## config.mk

```make
export PLATFORM = sky130hd
export DESIGN_NAME = pedal_sensor_plausibility_check
export DESIGN_NICKNAME = d
export VERILOG_FILES = /design/src/hdl/psc_pkg.sv /design/src/hdl/psc_lane.sv /design/src/hdl/psc_merge.sv /design/src/hdl/pedal_sensor_plausibility_check.sv
export SDC_FILE = /design/constraint.sdc
export NUM_CORES = 2
export LEC_CHECK = 0
export ABC_AREA = 1
export ABC_CLOCK_PERIOD_IN_PS = 8300
export BUFFER_PORTS_ARGS = -buffer_cell sky130_fd_sc_hd__buf_2
export CELL_PAD_IN_SITES_DETAIL_PLACEMENT = 1
export CELL_PAD_IN_SITES_GLOBAL_PLACEMENT = 1
export CORE_ASPECT_RATIO = 0.75
export CORE_MARGIN = 3
export CORE_UTILIZATION = 40
export DETAILED_ROUTE_END_ITERATION = 8
export PLACE_DENSITY = 0.76
export SYNTH_ARGS = -nofsm -noshare
export SYNTH_HDL_FRONTEND = slang
export SYNTH_SLANG_ARGS = --single-unit
```

## constraint.sdc

```tcl
create_clock -name clk -period 8.3 [get_ports clk]
set_input_delay 0.83 -clock clk [delete_from_list [all_inputs] [get_ports clk]]
set_output_delay 0.83 -clock clk [all_outputs]
set_load 0.03 [all_outputs]
```

## src/hdl/psc_pkg.sv

```systemverilog
// Package: shared constants and types for the pedal sensor plausibility check.
`timescale 1ns / 1ps
`default_nettype none

package psc_pkg;

    // Default raw sample width
    localparam int DEF_ADC_BITS = 10;

    // Scaled position range and width
    localparam int SCALE     = 1000;
    localparam int POS_W     = 10;
    localparam int QUO_BITS  = 10;
    localparam int PERMILLE_W = 10;

    // Register reset values (truncated to the width of the register where they land)
    localparam int RST_REST      = 0;
    localparam int RST_FULL      = 1023;
    localparam int RST_RAIL_LOW  = 50;
    localparam int RST_RAIL_HIGH = 975;
    localparam int RST_MAX_DIFF  = 100;
    localparam int RST_MIN_DELTA = 50;

    // Configuration register indexes
    typedef enum logic [2:0] {
        REG_REST_A    = 3'd0,
        REG_FULL_A    = 3'd1,
        REG_REST_B    = 3'd2,
        REG_FULL_B    = 3'd3,
        REG_RAIL_LOW  = 3'd4,
        REG_RAIL_HIGH = 3'd5,
        REG_MAX_DIFF  = 3'd6,
        REG_MIN_DELTA = 3'd7
    } psc_reg_t;

    // Saturation override carried down a lane's divider pipeline
    typedef enum logic [1:0] {
        SAT_NONE = 2'd0,
        SAT_ZERO = 2'd1,
        SAT_MAX  = 2'd2
    } psc_sat_t;

    // Per-item control and raw-sample faults traveling beside the lanes
    typedef struct packed {
        logic vld;
        logic short_f;
        logic similar_f;
    } psc_flags_t;

endpackage

`default_nettype wire

```

## src/hdl/psc_lane.sv

```systemverilog
// Lane: clamp one channel and scale it to permille with a pipelined divider.
`timescale 1ns / 1ps
`default_nettype none

module psc_lane
    import psc_pkg::*;
#(
    parameter int ADC_BITS = DEF_ADC_BITS
)
(
    input  wire logic                clk,
    input  wire logic [ADC_BITS-1:0] raw,
    input  wire logic [ADC_BITS-1:0] rest,
    input  wire logic [ADC_BITS-1:0] full,
    output logic      [POS_W-1:0]    pos
);

    localparam int NUM_W = ADC_BITS + QUO_BITS;

    logic [ADC_BITS-1:0] v_lo;
    logic [ADC_BITS-1:0] v_clamp;
    logic [ADC_BITS-1:0] den;
    logic [NUM_W-1:0]    num_next;
    psc_sat_t            sat_next;

    logic [NUM_W-1:0]    rem_reg [QUO_BITS+1];
    logic [QUO_BITS-1:0] q_reg   [QUO_BITS+1];
    psc_sat_t            sat_reg [QUO_BITS+1];

    // Clamp to [rest, full] and form the numerator
    always_comb
    begin
        v_lo     = (raw < rest) ? rest : raw;
        v_clamp  = (v_lo > full) ? full : v_lo;
        den      = full - rest;
        num_next = NUM_W'(v_clamp - rest) * NUM_W'(SCALE);
        if (full == rest)
        begin
            sat_next = SAT_ZERO;
        end
        else if (full < rest)
        begin
            sat_next = SAT_MAX;
        end
        else
        begin
            sat_next = SAT_NONE;
        end
    end

    // Input stage
    always_ff @(posedge clk)
    begin
        rem_reg[0] <= num_next;
        q_reg[0]   <= '0;
        sat_reg[0] <= sat_next;
    end

    // One quotient bit per stage, MSB first
    for (genvar i = 0; i < QUO_BITS; i++)
    begin : g_stage
        logic [NUM_W-1:0] den_sh;
        logic             ge;
        logic [NUM_W-1:0] rem_next;

        always_comb
        begin
            den_sh   = NUM_W'(den) << (QUO_BITS - 1 - i);
            ge       = (rem_reg[i] >= den_sh);
            rem_next = ge ? (rem_reg[i] - den_sh) : rem_reg[i];
        end

        always_ff @(posedge clk)
        begin
            rem_reg[i+1] <= rem_next;
            q_reg[i+1]   <= {q_reg[i][QUO_BITS-2:0], ge};
            sat_reg[i+1] <= sat_reg[i];
        end
    end

    // Apply the degenerate-calibration overrides
    always_comb
    begin
        case (sat_reg[QUO_BITS])
            SAT_ZERO: pos = '0;
            SAT_MAX:  pos = POS_W'(SCALE);
            default:  pos = POS_W'(q_reg[QUO_BITS]);
        endcase
    end

endmodule

`default_nettype wire

```

## src/hdl/psc_merge.sv

```systemverilog
// Merge stage: compare the two lane positions and register the result.
`timescale 1ns / 1ps
`default_nettype none

module psc_merge
    import psc_pkg::*;
(
    input  wire logic                  clk,
    input  wire logic                  rst_n,
    input  wire psc_flags_t            flags,
    input  wire logic [POS_W-1:0]      lane_pos_a,
    input  wire logic [POS_W-1:0]      lane_pos_b,
    input  wire logic [PERMILLE_W-1:0] max_diff_permille,
    output logic                       done,
    output logic      [POS_W-1:0]      pos_a,
    output logic      [POS_W-1:0]      pos_b,
    output logic                       diff_fault,
    output logic                       short_fault,
    output logic                       similar_fault
);

    logic [POS_W-1:0] dpos;
    logic             done_reg;
    logic [POS_W-1:0] pos_a_reg;
    logic [POS_W-1:0] pos_b_reg;
    logic             diff_reg;
    logic             short_reg;
    logic             similar_reg;

    // Absolute position difference
    always_comb
    begin
        dpos = (lane_pos_a > lane_pos_b) ? (lane_pos_a - lane_pos_b)
                                         : (lane_pos_b - lane_pos_a);
    end

    // Strobe
    always_ff @(posedge clk or negedge rst_n)
    begin
        if (!rst_n)
        begin
            done_reg <= 1'b0;
        end
        else
        begin
            done_reg <= flags.vld;
        end
    end

    // Result payload
    always_ff @(posedge clk)
    begin
        pos_a_reg   <= lane_pos_a;
        pos_b_reg   <= lane_pos_b;
        diff_reg    <= (PERMILLE_W'(dpos) > max_diff_permille);
        short_reg   <= flags.short_f;
        similar_reg <= flags.similar_f;
    end

    assign done          = done_reg;
    assign pos_a         = pos_a_reg;
    assign pos_b         = pos_b_reg;
    assign diff_fault    = diff_reg;
    assign short_fault   = short_reg;
    assign similar_fault = similar_reg;

    // Scaled positions never leave the permille range
    a_pos_range: assert property (@(posedge clk) disable iff (!rst_n)
        done |-> (pos_a <= POS_W'(SCALE)) && (pos_b <= POS_W'(SCALE)))
        else $error("scaled position above full travel");

    // Equal positions never raise a difference fault
    a_diff_zero: assert property (@(posedge clk) disable iff (!rst_n)
        done && (pos_a == pos_b) |-> !diff_fault)
        else $error("difference fault on equal positions");

endmodule

`default_nettype wire

```

## src/hdl/pedal_sensor_plausibility_check.sv

```systemverilog
// Top level: config registers, two scaling lanes, raw-sample faults and merge.
// Results are registered through the lane input and divider stages, then the merge stage.
// Throughput: one sample pair per cycle; the pipelined one-bit-per-stage
//   dividers in each lane set the latency, busy stays low.
// The receiver cannot stall: done is high for exactly one cycle per result.
// Reset (rst_n low, async) clears the pipeline valids and loads the
//   calibration registers with their default values.
`timescale 1ns / 1ps
`default_nettype none

module pedal_sensor_plausibility_check
    import psc_pkg::*;
#(
    parameter int ADC_BITS = DEF_ADC_BITS
)
(
    input  wire logic                  clk,
    input  wire logic                  rst_n,
    // Sample transaction
    input  wire logic                  start,
    output logic                       busy,
    input  wire logic [ADC_BITS-1:0]   raw_a,
    input  wire logic [ADC_BITS-1:0]   raw_b,
    // Configuration write transaction
    input  wire logic                  cfg_valid,
    output logic                       cfg_ready,
    input  wire logic [2:0]            cfg_index,
    input  wire logic [((ADC_BITS+1 > PERMILLE_W) ? ADC_BITS+1 : PERMILLE_W)-1:0] cfg_data,
    // Result
    output logic                       done,
    output logic      [POS_W-1:0]      pos_a,
    output logic      [POS_W-1:0]      pos_b,
    output logic                       diff_fault,
    output logic                       short_fault,
    output logic                       similar_fault
);

    localparam int LAT = QUO_BITS + 2;

    logic [ADC_BITS-1:0]   rest_a_reg;
    logic [ADC_BITS-1:0]   full_a_reg;
    logic [ADC_BITS-1:0]   rest_b_reg;
    logic [ADC_BITS-1:0]   full_b_reg;
    logic [ADC_BITS-1:0]   rail_low_reg;
    logic [ADC_BITS-1:0]   rail_high_reg;
    logic [PERMILLE_W-1:0] max_diff_reg;
    logic [ADC_BITS:0]     min_delta_reg;

    logic                  accept;
    logic [ADC_BITS-1:0]   draw;
    psc_flags_t            flags_next;
    psc_flags_t            flags_reg [QUO_BITS+1];
    logic [POS_W-1:0]      lane_pos_a;
    logic [POS_W-1:0]      lane_pos_b;

    // Always ready: the pipeline takes a pair every cycle
    assign busy      = 1'b0;
    assign cfg_ready = 1'b1;
    assign accept    = start && !busy;

    // Configuration registers
    always_ff @(posedge clk or negedge rst_n)
    begin
        if (!rst_n)
        begin
            rest_a_reg    <= ADC_BITS'(RST_REST);
            full_a_reg    <= ADC_BITS'(RST_FULL);
            rest_b_reg    <= ADC_BITS'(RST_REST);
            full_b_reg    <= ADC_BITS'(RST_FULL);
            rail_low_reg  <= ADC_BITS'(RST_RAIL_LOW);
            rail_high_reg <= ADC_BITS'(RST_RAIL_HIGH);
            max_diff_reg  <= PERMILLE_W'(RST_MAX_DIFF);
            min_delta_reg <= (ADC_BITS+1)'(RST_MIN_DELTA);
        end
        else if (cfg_valid && cfg_ready)
        begin
            case (psc_reg_t'(cfg_index))
                REG_REST_A:    rest_a_reg    <= cfg_data[ADC_BITS-1:0];
                REG_FULL_A:    full_a_reg    <= cfg_data[ADC_BITS-1:0];
                REG_REST_B:    rest_b_reg    <= cfg_data[ADC_BITS-1:0];
                REG_FULL_B:    full_b_reg    <= cfg_data[ADC_BITS-1:0];
                REG_RAIL_LOW:  rail_low_reg  <= cfg_data[ADC_BITS-1:0];
                REG_RAIL_HIGH: rail_high_reg <= cfg_data[ADC_BITS-1:0];
                REG_MAX_DIFF:  max_diff_reg  <= cfg_data[PERMILLE_W-1:0];
                REG_MIN_DELTA: min_delta_reg <= cfg_data[ADC_BITS:0];
                default:       ;
            endcase
        end
    end

    // Raw-sample faults, evaluated at accept
    always_comb
    begin
        draw = (raw_a > raw_b) ? (raw_a - raw_b) : (raw_b - raw_a);
        flags_next.vld       = accept;
        flags_next.short_f   = (raw_a <= rail_low_reg) || (raw_a >= rail_high_reg) ||
                               (raw_b <= rail_low_reg) || (raw_b >= rail_high_reg);
        flags_next.similar_f = ({1'b0, draw} < min_delta_reg);
    end

    // Flag delay line matching the lane pipelines
    always_ff @(posedge clk or negedge rst_n)
    begin
        if (!rst_n)
        begin
            for (int i = 0; i <= QUO_BITS; i++)
            begin
                flags_reg[i] <= '0;
            end
        end
        else
        begin
            flags_reg[0] <= flags_next;
            for (int i = 0; i < QUO_BITS; i++)
            begin
                flags_reg[i+1] <= flags_reg[i];
            end
        end
    end

    // Scaling lanes
    psc_lane #(.ADC_BITS(ADC_BITS)) u_lane_a (
        .clk  (clk),
        .raw  (raw_a),
        .rest (rest_a_reg),
        .full (full_a_reg),
        .pos  (lane_pos_a)
    );

    psc_lane #(.ADC_BITS(ADC_BITS)) u_lane_b (
        .clk  (clk),
        .raw  (raw_b),
        .rest (rest_b_reg),
        .full (full_b_reg),
        .pos  (lane_pos_b)
    );

    // Merge and output register
    psc_merge u_merge (
        .clk               (clk),
        .rst_n             (rst_n),
        .flags             (flags_reg[QUO_BITS]),
        .lane_pos_a        (lane_pos_a),
        .lane_pos_b        (lane_pos_b),
        .max_diff_permille (max_diff_reg),
        .done              (done),
        .pos_a             (pos_a),
        .pos_b             (pos_b),
        .diff_fault        (diff_fault),
        .short_fault       (short_fault),
        .similar_fault     (similar_fault)
    );

    // Every result traces back to a sample transaction a fixed time earlier
    a_done_src: assert property (@(posedge clk) disable iff (!rst_n)
        done |-> $past(accept, LAT))
        else $error("result without a matching sample transaction");

    // Every sample transaction yields a result
    a_done_follow: assert property (@(posedge clk) disable iff (!rst_n)
        accept |-> ##LAT done)
        else $error("sample transaction produced no result");

    // Identical raw samples are always too similar when a delta is required
    a_similar: assert property (@(posedge clk) disable iff (!rst_n)
        accept && (raw_a == raw_b) && (min_delta_reg != '0) |=> flags_reg[0].similar_f)
        else $error("identical samples not flagged as similar");

endmodule

`default_nettype wire

```

After elaboration in Yosys (flattened, before gate mapping)
Memory sizes are Yosys's and may differ from the RTL's.
Cells that the tools add are included.
Widths: inputs -> output; s select.
- add/subtract/negate cells: 28
- multipliers: 2
- div/mod/pow operators: 0
- $lt $le $gt $ge: 34
- equality and inequality tests: 13
- shift operators: 0
- multiplexer cells: 32
- bitwise logic cells: 0
- reduce and logical (&&, ||, !) cells: 12
- operators with widths (cell ; count):
    $mux 20 ; 20
    $mux 10 ; 6
    $sub 10x10->10 ; 6
    $gt 10x10->1 ; 5
    $ge 20x10->1 ; 2
    $ge 20x11->1 ; 2
    $ge 20x12->1 ; 2
    $ge 20x13->1 ; 2
    $ge 20x14->1 ; 2
    $ge 20x15->1 ; 2
    $ge 20x16->1 ; 2
    $ge 20x17->1 ; 2
    $ge 20x18->1 ; 2
    $ge 20x19->1 ; 2
    $lt 10x10->1 ; 4
    $mul 20x7->17 const B ; 2
    $pmux 10 s2 ; 2
    $sub 20x10->20 ; 2
    $sub 20x11->20 ; 2
    $sub 20x12->20 ; 2
    $sub 20x13->20 ; 2
    $sub 20x14->20 ; 2
    $sub 20x15->20 ; 2
    $sub 20x16->20 ; 2
    17 further kinds ; 42
- flip-flop bits (word level): 138
- latch bits: 0
- memory bits (writable): 704
- ROM bits: 0
- bits of input ports: 38
- output and inout bits: 26
- logic and storage cells: 174
- memories: 6
- memories (memory ; depth ; bits a word ; rd ports ; clocked after Yosys merged registers in ; wr ports ; line ; source):
    u_lane_a.rem_reg ; 11 ; 20 ; 10 ; 0 ; 11 ; psc_lane.sv:26 ; logic [NUM_W-1:0] rem_reg [QUO_BITS+1];
    u_lane_b.rem_reg ; 11 ; 20 ; 10 ; 0 ; 11 ; psc_lane.sv:26 ;
    u_lane_a.q_reg ; 11 ; 10 ; 11 ; 0 ; 11 ; psc_lane.sv:27 ; logic [QUO_BITS-1:0] q_reg [QUO_BITS+1];
    u_lane_b.q_reg ; 11 ; 10 ; 11 ; 0 ; 11 ; psc_lane.sv:27 ;
    u_lane_a.sat_reg ; 11 ; 2 ; 11 ; 0 ; 11 ; psc_lane.sv:28 ; psc_sat_t sat_reg [QUO_BITS+1];
    u_lane_b.sat_reg ; 11 ; 2 ; 11 ; 0 ; 11 ; psc_lane.sv:28 ;

Longest topological paths before layout
- depth in word-level cells: 6
- depth in mapped cells: 46
- depth with buffers taken out: 44

Modules after synthesis
From an unflattened synthesis, not the netlist that was laid out.
- cell total of the unflattened synthesis: 5176
- area, all modules: 39678.1 µm²
- modules (own cells, without submodules) (module ; times used ; cells an instance ; area each (µm²) ; seq. area each (µm²)):
    psc_lane (u_lane_b) ; 1 ; 2184 ; 16134.2 ; 5004.8
    psc_lane (u_lane_a) ; 1 ; 1985 ; 15438.6 ; 5004.8
    pedal_sensor_plausibility_check ; 1 ; 727 ; 6139.6 ; 2899.0
    psc_merge ; 1 ; 280 ; 1965.6 ; 485.5

Worst setup path before layout
No wires, ideal clock.
- path kind: input-to-reg
- start point: in raw_a[1]
- end point: mem u_lane_a.rem_reg[0][19] (netlist bit)
- library setup time: 0.113 ns
- data arrival time: 7.417 ns
- required time: 8.187 ns
- setup slack: 0.770 ns
- stages on the path: 40
- buffers on the path: 2
- path through: ha_1 a21boi_0 o211ai_1 clkbuf_1 nand4_1 and2_1 ha_1 nand2_1 nor2_1 nand4_1 nand2_1 clkbuf_1 nand3_1 nand2_1 ha_1 inv_1 fa_1 a21oi_2 (+4 left out) nand2_1 nand2_1 inv_1 ha_1 inv_1 fa_1 inv_1 fa_1 inv_1 fa_1 inv_1 ha_1 a21oi_1 o21ai_0 a21oi_1 o21ai_0 nand3_1 nand2_1
- RTL lines (element ; line ; source):
    from (decl) ; pedal_sensor_plausibility_check.sv:22 ; input wire logic [ADC_BITS-1:0] raw_a,
    to (decl) ; psc_lane.sv:26 ;

==> summary.md <==
| Metric | Value |
|---|---|
| Final Hold Fails | `0` |
| Syn_nets | `6090` |
| Routed wire per std cell | `17.9 µm` |
| Vias in the first global route | `37300` |
| Num rows | `100` |
| Total grt overflow | `0` |
| Final WL | `125000 µm` |
| Worst Path Required | `8800 ps` |
| Setup Skew | `23.0 ps` |
| Chip width | `375 µm` |
| Data arrival, critical path | `8320 ps` |
| Drt pass-1 iters | `5` |
| Netlist Area Pre-Place | `40800 µm²` |
| Largest net degree at the start of global routing | `82` |
| Number of buffer cells added on primary ports | `61` |
| Syn-to-layout area delta | `10.9%` |
| Critical path's slowest cell | `fa_1` |
| Critical path class | `reg2reg` |
| Cells after Synth | `5527` |
| FILL cells | `12600` |
| WHS | `160 ps` |
| Worst-path clk slew | `70 ps` |
| YS warnings | `0` |
| Clk_lat worst skew | `640 ps` |
| #FFs+latches synth | `638` |
| Die Span Y | `283 µm` |
| Worst Path Buf+Inv | `6` |
| Post-synth cell types | `57` |
| CP Capture Type | `flip-flop` |
| Tcrit/Tclk final | `94.2%` |
| Most frequent cells in the layout | `nand2_1, inv_1, dfxtp_1` |
| Crit-path max FO | `10` |
| Detailed Place HPWL | `99500 µm` |
| Initial core utilization | `40.7%` |
| Commonest non-fill, non-tap cell in the layout | `nand2_1` |
| Global-route wire length before repair | `202000 µm` |
| Post-route DRC violation count | `0` |
| CTS Hold Bufs | `0` |
| CTS tree | `built` |
| Worst hold path class | `in2async` |
| Sequential area share after synthesis | `32.8%` |
| Maximum clock rate | `128 MHz` |
| Fraction of layout cells with a size suffix above 1 | `6.74%` |
| Gr usage total | `23.6%` |
| Max clock buf depth | `3` |
| Die area | `106000 µm²` |
| Top_reg_cell synth | `dfxtp_1` |
| Initial DRC Count | `2144` |
| IO Count | `64` |
| CTS buffer count | `71` |
| CP top delay family | `adder cells` |
| RD Place Congestion | `0.899` |
| CTS H-tree lvls | `3` |
| Final max-slew violation count | `0` |
| Status | `complete, no violations` |
| Final cell count without fillers | `7013` |
| Via density | `5.17` |
| Count of flip-flops with a built-in enable after synthesis | `0` |
| Final min period | `7820 ps` |
| Max Cap Viol | `0` |
| Final #Nets | `6193` |
| Initial antenna violation count | `5` |
| Final setup fails | `0` |
| Detailed-route via count | `36300` |
| Worst-margin pin slew | `1060 ps` |
| Post-DRT Antenna Nets | `0` |
| Max-slew headroom | `29.4%` |
| Cells after DPL | `6881` |
| # clock sinks | `638` |
| Core region area | `100000 µm²` |
| Setup crit start kind | `flip-flop` |
| CTS root buf | `clkbuf_16` |
| Most used cell, CP | `ha_1` |
| Share of flip-flops with an asynchronous set or reset | `18.0%` |
| Post-Syn Area per Cell | `7.38 µm²` |
| Crit-path max cell delay | `550 ps` |
==> per-stage QoR <==
stage          TNS (ps)  util [%]  worst slack, ps  cell area, µm²
2_1_floorplan         0         -              770           40800
3_3_place_gp          0      42.6             81.6           42700
3_5_place_dp       -516      42.6             -157           42700
4_1_cts               0      45.1              260           45200
5_1_grt           -3.50      45.1            -3.50           45200
6_report              0      45.1              478           45200
==> worst reg2reg max path, delay by kind of cell (launching register included) <==
kind	cells	cell delay, ps
DFF	1	390
xor gates and xnor gates	2	470
buffers and inverters	6	720
adders and majority gates	9	3340
AOI/OAI and AO/OA	9	1820
and+or+nand+nor	8	950
==> area by class of cell <==
cell class	count	area, µm²	share of cell area [%]
Antenna cell	1	2.50	0.00553
Clock buffer	98	2060	4.56
Timing Repair Buffer	106	646	1.43
Multi-Input combinational cell	4079	24300	53.6
Sequential cell	638	13400	29.6
Tap cell	1326	1660	3.67
Clock inverter	31	442	0.976
Inverter	734	2770	6.11
==> Yosys cell counts, types with 4 or more instances <==
cell / n / area share, %
nand2_1: 1587 / 15
inv_1: 724 / 6.7
dfxtp_1: 523 / 26
ha_1: 438 / 13
nor2_1: 414 / 3.8
nand3_1: 325 / 4.0
a21oi_1: 306 / 3.8
o21ai_0: 229 / 2.8
xor2_1: 115 / 2.5
nand4_1: 102 / 1.6
xnor2_1: 100 / 2.1
fa_1: 87 / 4.3
dfrtp_1: 78 / 4.8
nor3_1: 55 / 0.67
o21ai_1: 48 / 0.59
dfstp_2: 37 / 2.4
nand3b_1: 34 / 0.63
a21o_1: 30 / 0.55
clkbuf_1: 27 / 0.25
and2_1: 25 / 0.38
buf_2: 23 / 0.28
o21ai_2: 21 / 0.45
o21bai_1: 20 / 0.37
buf_6: 17 / 0.47
a21oi_2: 14 / 0.30
o21a_1: 14 / 0.26
nand2_2: 13 / 0.20
or2_2: 13 / 0.20
nor4_1: 12 / 0.18
a21boi_0: 11 / 0.20
nand3_2: 10 / 0.25
o211ai_1: 10 / 0.18
a31oi_1: 9 / 0.14
inv_2: 8 / 0.074
buf_4: 6 / 0.11
nor2_2: 6 / 0.092
or2_1: 4 / 0.061
==> final timing paths <==
kind                                                         to                         start  slack, ps  cells past startpoint
worst max-delay path            u_lane_a.rem_reg[0][18]$_DFF_P_     rest_a_reg[7]$_DFFE_PN0P_        480                     34
worst min-delay path               min_delta_reg[7]$_DFFE_PN0P_                         rst_n        160                      1
worst max register to register  u_lane_a.rem_reg[0][18]$_DFF_P_     rest_a_reg[7]$_DFFE_PN0P_        480                     34
worst min register to register     u_lane_a.q_reg[9][3]$_DFF_P_  u_lane_a.q_reg[8][2]$_DFF_P_        310                      0
max in group asynchronous           max_diff_reg[9]$_DFFE_PN0P_                         rst_n       6740                      2
min in group clk                   u_lane_a.q_reg[9][3]$_DFF_P_  u_lane_a.q_reg[8][2]$_DFF_P_        310                      0
==> per-layer routing <==
metal  GRT usage [%]  vias to the layer above  routed length (µm)
met5               0                        -                  17
met4            3.93                        2                1710
met3            2.87                      123                5090
met2            36.2                      606               52000
met1            35.9                    17500               66500
li1                -                    18000                   -
==> cells by family after synthesis <==
family | count (synthesis) | share of synthesized area, %
DFF | 638 | 32.8
xor gates and xnor gates | 218 | 4.74
buffers and inverters | 810 | 7.98
adders and majority gates | 525 | 17.7
and+or+nand+nor | 2614 | 27.0
AOI/OAI and AO/OA | 720 | 9.77
other | 2 | 0.0184
==> timing repair <==
action | 4_1_cts | 5_1_grt
buffers inserted | 0 | 2
gates resized for setup | 0 | 18
endpoints found under the setup margin | 0 | 15
Power is left out: the tool's default activity adds up to more than one toggle a clock period on the data nets, which glitch-free logic cannot reach.
